File: config.mk
export PLATFORM = sky130hd
export DESIGN_NAME = atn_ctrl
export DESIGN_NICKNAME = d
export VERILOG_FILES = /design/src/rtl/core/assert_macros.svh /design/src/rtl/core/atn_pkg.sv /design/src/rtl/core/atn_ctrl.sv
export SDC_FILE = /design/constraint.sdc
export NUM_CORES = 1
export LEC_CHECK = 0
export ABC_AREA = 1
export BUFFER_PORTS_ARGS = -buffer_cell sky130_fd_sc_hd__buf_4
export CAP_MARGIN = 20
export CORE_AREA = 2 2 39 41
export CTS_CLUSTER_SIZE = 16
export DETAILED_ROUTE_END_ITERATION = 12
export DIE_AREA = 0 0 41 43
export PLACE_DENSITY = 0.78
export SETUP_SLACK_MARGIN = 0.05
export SKIP_CTS_REPAIR_TIMING = 1
export SLEW_MARGIN = 20
export SYNTH_ARGS = -nofsm -noshare
export SYNTH_HDL_FRONTEND = slang
export SYNTH_SLANG_ARGS = --single-unit
File: constraint.sdc
create_clock -name clk -period 2.8 [get_ports clk]
set_input_delay 0.14 -clock clk [delete_from_list [all_inputs] [get_ports clk]]
set_output_delay 0.14 -clock clk [all_outputs]
set_load 0.005 [all_outputs]
File: src/rtl/core/assert_macros.svh
// Assertion macros shared by the timestamp normalizer RTL.
// Depends on nothing; included by files that carry concurrent checks.
`ifndef ASSERT_MACROS_SVH
`define ASSERT_MACROS_SVH
// Same-cycle implication, disabled while reset is asserted.
`define ATN_ASSERT_IMP(lbl, ck, rn, ante, cons, msg) \
  lbl: assert property (@(posedge ck) disable iff (!rn) (ante) |-> (cons)) \
    else $error(msg);
// Next-cycle implication, disabled while reset is asserted.
`define ATN_ASSERT_NXT(lbl, ck, rn, ante, cons, msg) \
  lbl: assert property (@(posedge ck) disable iff (!rn) (ante) |=> (cons)) \
    else $error(msg);
`endif

File: src/rtl/core/atn_pkg.sv
// Shared types, constants and helpers of the timestamp normalizer.
// Depends on nothing; used by the controller, the datapath and the top level.
`timescale 1ns / 1ps
package atn_pkg;
  localparam int TS_W   = 64;
  localparam int GAP_W  = 31;
  localparam int REP_W  = 32;
  localparam int SID_W  = 3;
  localparam int CIDX_W = 2;
  localparam int OP_W   = 4;

  localparam logic [CIDX_W-1:0] CFG_GAP   = 2'd0;
  localparam logic [CIDX_W-1:0] CFG_START = 2'd1;
  localparam logic [CIDX_W-1:0] CFG_WIDE  = 2'd2;
  localparam logic [GAP_W-1:0]  GAP_RST   = 31'd5000;

  localparam logic [OP_W-1:0] OP_NONE  = 4'd0;
  localparam logic [OP_W-1:0] OP_CLEAR = 4'd1;
  localparam logic [OP_W-1:0] OP_NULL  = 4'd2;
  localparam logic [OP_W-1:0] OP_LOAD  = 4'd3;
  localparam logic [OP_W-1:0] OP_RDK   = 4'd4;
  localparam logic [OP_W-1:0] OP_START = 4'd5;
  localparam logic [OP_W-1:0] OP_STEP  = 4'd6;
  localparam logic [OP_W-1:0] OP_JUMP  = 4'd7;
  localparam logic [OP_W-1:0] OP_LAG   = 4'd8;
  localparam logic [OP_W-1:0] OP_SNAP  = 4'd9;
  localparam logic [OP_W-1:0] OP_REP   = 4'd10;
  localparam logic [OP_W-1:0] OP_ADD   = 4'd11;
  localparam logic [OP_W-1:0] OP_REACH = 4'd12;
  localparam logic [OP_W-1:0] OP_WB    = 4'd13;

  typedef struct packed {
    logic [OP_W-1:0] op;
    logic            scan_go;
  } cmd_t;

  typedef struct packed {
    logic in_clear;
    logic in_ok;
    logic was_k;
    logic scan_done;
    logic jump;
    logic lag;
    logic out_busy;
  } sts_t;

  function automatic logic sgt(input logic [TS_W-1:0] a, input logic [TS_W-1:0] b);
    return $signed(a) > $signed(b);
  endfunction
endpackage

File: src/rtl/core/atn_ctrl.sv
// Sequencer of the timestamp normalizer: steps each item through its phases.
// Depends on atn_pkg; drives commands into atn_dpath and reads its status.
`timescale 1ns / 1ps
module atn_ctrl (
  input  logic          clk,
  input  logic          rst_n,
  input  logic          in_valid,
  input  atn_pkg::sts_t sts,
  output atn_pkg::cmd_t cmd,
  output logic          in_stall
);
  localparam logic [3:0] S_IDLE  = 4'd0;
  localparam logic [3:0] S_RDA   = 4'd1;
  localparam logic [3:0] S_RDK   = 4'd2;
  localparam logic [3:0] S_SCN   = 4'd3;
  localparam logic [3:0] S_START = 4'd4;
  localparam logic [3:0] S_STEP  = 4'd5;
  localparam logic [3:0] S_SCJ   = 4'd6;
  localparam logic [3:0] S_JUMP  = 4'd7;
  localparam logic [3:0] S_LAG   = 4'd8;
  localparam logic [3:0] S_SCL   = 4'd9;
  localparam logic [3:0] S_SNAP  = 4'd10;
  localparam logic [3:0] S_REP   = 4'd11;
  localparam logic [3:0] S_ADD   = 4'd12;
  localparam logic [3:0] S_REACH = 4'd13;
  localparam logic [3:0] S_WB    = 4'd14;

  logic [3:0] state_r, state_nxt;

  assign in_stall = (state_r != S_IDLE) || sts.out_busy;

  always_comb begin
    state_nxt   = state_r;
    cmd.op      = atn_pkg::OP_NONE;
    cmd.scan_go = 1'b0;
    case (state_r)
      S_IDLE: begin
        if (in_valid && !in_stall) begin
          if (sts.in_clear) begin
            cmd.op = atn_pkg::OP_CLEAR;
          end else if (!sts.in_ok) begin
            cmd.op = atn_pkg::OP_NULL;
          end else begin
            cmd.op    = atn_pkg::OP_LOAD;
            state_nxt = S_RDA;
          end
        end
      end
      S_RDA: state_nxt = S_RDK;
      S_RDK: begin
        cmd.op = atn_pkg::OP_RDK;
        if (!sts.was_k) begin
          cmd.scan_go = 1'b1;
          state_nxt   = S_SCN;
        end else begin
          state_nxt = S_STEP;
        end
      end
      S_SCN: if (sts.scan_done) state_nxt = S_START;
      S_START: begin
        cmd.op    = atn_pkg::OP_START;
        state_nxt = S_STEP;
      end
      S_STEP: begin
        cmd.op = atn_pkg::OP_STEP;
        if (sts.jump) begin
          cmd.scan_go = 1'b1;
          state_nxt   = S_SCJ;
        end else begin
          state_nxt = S_LAG;
        end
      end
      S_SCJ: if (sts.scan_done) state_nxt = S_JUMP;
      S_JUMP: begin
        cmd.op    = atn_pkg::OP_JUMP;
        state_nxt = S_LAG;
      end
      S_LAG: begin
        cmd.op = atn_pkg::OP_LAG;
        if (sts.lag) begin
          cmd.scan_go = 1'b1;
          state_nxt   = S_SCL;
        end else begin
          state_nxt = S_REP;
        end
      end
      S_SCL: if (sts.scan_done) state_nxt = S_SNAP;
      S_SNAP: begin
        cmd.op    = atn_pkg::OP_SNAP;
        state_nxt = S_REP;
      end
      S_REP: begin
        cmd.op    = atn_pkg::OP_REP;
        state_nxt = S_ADD;
      end
      S_ADD: begin
        cmd.op    = atn_pkg::OP_ADD;
        state_nxt = S_REACH;
      end
      S_REACH: begin
        cmd.op    = atn_pkg::OP_REACH;
        state_nxt = S_WB;
      end
      S_WB: begin
        if (!sts.out_busy) begin
          cmd.op    = atn_pkg::OP_WB;
          state_nxt = S_IDLE;
        end
      end
      default: state_nxt = S_IDLE;
    endcase
  end

  always_ff @(posedge clk) begin
    if (!rst_n) begin
      state_r <= S_IDLE;
    end else begin
      state_r <= state_nxt;
    end
  end
endmodule

After elaboration in Yosys (flattened, before gate mapping)
Cells that the tools add are included.

Flip-flop bits (word level): 4. Output and inout port bits: 6.

Reduce and logical (&&, ||, !) cells: 6. Muxes and demuxes: 20. Equality and inequality tests: 21.

Operators with widths (count): one-hot mux 4 bit (15 select lines) (1); two-way mux 4 bit (11); one-hot mux 4 bit (11 select lines) (1); == test 4 bit, second input constant (7); == test 4 x 3 -> 1 bit, second input constant (4); inequality test 2 bit, second input constant (7); == test 4 x 2 -> 1 bit, second input constant (2); AND reduction 7 bit (1); == test 4 x 1 -> 1 bit, second input constant (1); zero test 4 bit (1); two-way mux 1 bit (4); nonzero test 4 bit (1); two-way mux 3 bit (1); one-hot mux 1 bit (3 select lines) (1); two-way mux 2 bit (1); logical AND 1 bit (1); zero test 1 bit (1); logical OR 1 bit (1).

Logic depth before layout (Yosys ltp)
Depth after elaboration: 6. Mapped depth: 10. Gate-level depth less buffers: 9.

Least setup slack after synthesis
No wires, ideal clock.

Path type: reg-to-output. Start: register state_r[0]. End: output cmd[2] (netlist name). Arrival: 1.095 ns. Stages on the path, launching flop included: 7. Setup slack: 1.565 ns. Path buffers: 1. Cells stage by stage: dfxtp_1 > clkbuf_2 > inv_2 > nand2_1 > nor2_2 > nand2_1 > o31ai_1.

RTL lines: from (decl) (line atn_ctrl.sv:28) `logic [3:0] state_r, state_nxt;`; from (signal assigned) (line atn_ctrl.sv:118) `state_r <= state_nxt;`; to (decl) (line atn_ctrl.sv:9) `output atn_pkg::cmd_t cmd,`.

==> flow_summary_export.csv <==
group,metric,value,unit
worst_setup_path,critPathMostFrequentCell,"nand2_1",
min_path,hold_path.class,"primary input to register",
finish,drive_gt1_share,22.2,%
power_and_ir_drop,net-switching-power,0.000346,W
yosys,netlist.top_cell.by_area,"nand2_1",
yosys,synth_warnings,0,
timing,slew-limit-headroom,76.3,%
finish,fill_cells,154,
placement,place.detailed.hpwl,1280,um
grt,grt_pass1_wl,2550,um
grt,grt_max_degree,9,
yosys,postSynthCellCount,109,
timing,fin_setup_tns,0,ns
worst_setup_path,setup.worst_path.end_class,"output port",
routing,drt.antenna.violating_nets,0,
power_and_ir_drop,design_power_total,0.000655,W
power_and_ir_drop,power_per_cell_area,923,nW/um2
grt,overflow_left_after_global_routing,0,
floorplan,fp.dieW,41,um
clock_tree,cts.reportedPaths.clkPinSlew,0.04,ns
power_and_ir_drop,power.share.clock,10.9,%
grt,grt_use_total,20.2,%
routing,drt_wl_total,1550,um
power_and_ir_drop,sw_ratio,52.9,%
timing,fin_skew,0.00309,ns
power_and_ir_drop,sequentialPowerShare,18.2,%
worst_setup_path,destination_of_the_worst_register_to_register_timing_path,"state_r[0]",
worst_setup_path,timing.rr.start,"state_r[0]",
clock_tree,cts.root.buffer_cell,"clkbuf_4",
yosys,mapped_cell_area,559,um2
worst_setup_path,critical_path.n_buffers_inverters,2,
run_status,status,"complete, no violations",
worst_setup_path,timing.critical_path.slowest_stage_cell,"dfxtp_1",
worst_setup_path,timing.critical_path.arrival,1.58,ns
clock_tree,tritoncts,"done",
placement,placed_cells,139,
placement,port-buffer-count,15,
run,drv_cap,0,
worst_setup_path,setup.worst_path.class,"register to output port",
timing,rsz0062_at_grt,"no",
yosys,synth.top_cells.by_area,"nand2_1, nor2_1, dfxtp_1",
routing,vias_per_cell,5.26,
worst_setup_path,crit_path_cell_trace,"inv_1, nand2_1, nor2_2, nand2_1, nor2_1, o21ai_0, o2111ai_1, buf_4",
finish,flow.area_growth_from_synthesis,26.8,%
routing,drt_pass1_iterations,4,
routing,initialDrtViolationCount,29,
timing,report.final.setup_viol,0,
timing,post-route-min-period,1.72,ns
routing,routed_wire_length_per_instance,10.9,um
floorplan,initial_utilization,40.4,%
floorplan,design.core.area,1380,um2
worst_setup_path,critPathMaxFanout,6,
placement,dpl_cell_area,687,um2
worst_setup_path,r2r_cells,9,
yosys,synthesis.nets,119,
min_path,min_delay_worst_endpoint,"state_r[3]",
worst_setup_path,setup.worst_path.start_class,"register",
yosys,synth-seq-area-share,14.3,%
floorplan,dieArea,1760,um2
timing,max_slew.worst_pin.slew,0.355,ns
floorplan,rows,14,
worst_setup_path,r2r_setup_slack,1.35,ns
yosys,ys_ff_latch,4,
clock_tree,cts_inserted_buffers,3,
timing,min_period_over_period,61.5,%
clock_tree,later_pin_clock_latency_in_the_skew_report,0.23,ns
finish,num_antenna_cells,0,
grt,grt_antenna_before_repair,0,
finish,top_register,"state_r",
power_and_ir_drop,power.share.combinational,71.0,%
worst_setup_path,timing.critical_path.depth,8,
floorplan,io_pins,16,
floorplan,die_h,43,um
worst_setup_path,crit_path_required_time,2.66,ns
power_and_ir_drop,ir_worst_vdd,0.320,mV
clock_tree,clkSinkCount,4,
grt,number_of_global_route_vias_before_repair,639,
yosys,syn-mean-instance-area,5.13,um2
placement,place_congestion,0.899,
power_and_ir_drop,leakage_power,0.382,nW
finish,finalNetCount,138,
yosys,synth_largest_type_area_fraction,22.1,%
finish,layout_top_registers,"state_r x4",
finish,finish.instance_area,709,um2
timing,max_clock_freq,0.580,GHz
worst_setup_path,crit_path_max_delay_family,"simple AND/OR/NAND/NOR gates",
yosys,yosys.cell_types.count,22,
routing,route.detailed.drc,0,
worst_setup_path,slowest_delay,0.33,ns
clock_tree,ctsLongestPathBuffers,2,
routing,route.vias.total,747,
min_path,worst_hold_path.num_cells,3,
finish,largest_register_ff_count,4,
clock_tree,cts.htree.levels,1,
finish,layout.cells.non_filler,142,
timing,slew_violations,0,
timing,finalHoldViolations,0,
power_and_ir_drop,power.internal,0.000309,W
min_path,hp-start,"rst_n",
==> metal layers <==
layer | vias up | part of all wire [%] | GRT usage, %
li1 | 384 | - | -
met1 | 330 | 45 | 28.7
met2 | 31 | 50 | 33.1
met3 | 2 | 4.1 | 0
met4 | 0 | 1.5 | 4.00
met5 | - | 0 | 0
==> logic make-up after synthesis <==
kind of cell    Yosys count  share of synthesized area (%)
simple gates             74                           57.5
compound gates           15                           17.2
flops                     4                           14.3
buf+inv                  16                           11.0
==> Yosys cell counts, drive strengths merged <==
cell type and instances:
a21boi 1, nor2 26, o211ai 2, nor3 1
nand3b 1, a21oi 2, clkbuf 1, clkinv 1
and2 1, o21ai 7, o31ai 2, o2111ai 1
inv 14, nand3 11, dfxtp 4, nand2 34
==> layout make-up <==
cell class                 count  area (um2)  share of cell area (%)
clock buffer                   3        22.5                    3.17
inverter                      15        56.3                    7.94
multi-input combinational     89         418                    58.9
sequential                     4        80.1                    11.3
tap                           16        20.0                    2.82
timing repair buffer          15         113                    15.9
==> through the flow <==
stage	worst slack [ns]	util (%)	hold WS (ns)
after CTS	1.09	51.3	0.161
after global routing	0.913	51.3	0.179
after global placement	1.38	49.6	0.388
final	1.08	51.3	0.165
after detailed placement	1.34	49.6	0.396
after floorplan	1.56	-	0.260
==> how the worst max path moves through the flow <==
stage                     from  endpoint  slack (ns)
finish              state_r[1]    cmd[1]        1.08
global route        state_r[1]    cmd[1]        0.91
CTS                 state_r[2]    cmd[1]        1.09
detailed placement  state_r[2]    cmd[1]        1.34
global placement    state_r[2]    cmd[1]        1.38
floorplan           state_r[0]    cmd[2]        1.56
==> power by group through the flow <==
| stage | clock network, W | registers [W] | logic (W) |
|---|---|---|---|
| 6_report | 0.0000711 | 0.000119 | 0.000465 |
| 5_1_grt | 0.0000739 | 0.000123 | 0.000527 |
| 4_1_cts | 0.0000720 | 0.000118 | 0.000464 |
| 3_5_place_dp | 0 | 0.000119 | 0.000461 |
| 3_3_place_gp | 0 | 0.000118 | 0.000458 |
| 2_1_floorplan | 0 | 0.0000983 | 0.000342 |
==> worst min-delay path: stages <==
cell     delay, ns
buf_4         0.10
nand2_1       0.05
nor2_1        0.07
==> layout by cell type (no fill, tap or decap), types with 2 or more instances in the layout <==
master    Yosys  routed
nand2_1      33      33
nor2_1       22      22
buf_4         0      15
inv_1        11      11
nand3_1      10      10
o21ai_0       7       7
dfxtp_1       4       4
nor2_2        3       3
inv_2         3       3
clkbuf_4      0       3
o211ai_1      2       2
a21oi_1       2       2
Note: power is estimated with default switching activity, not from simulation.
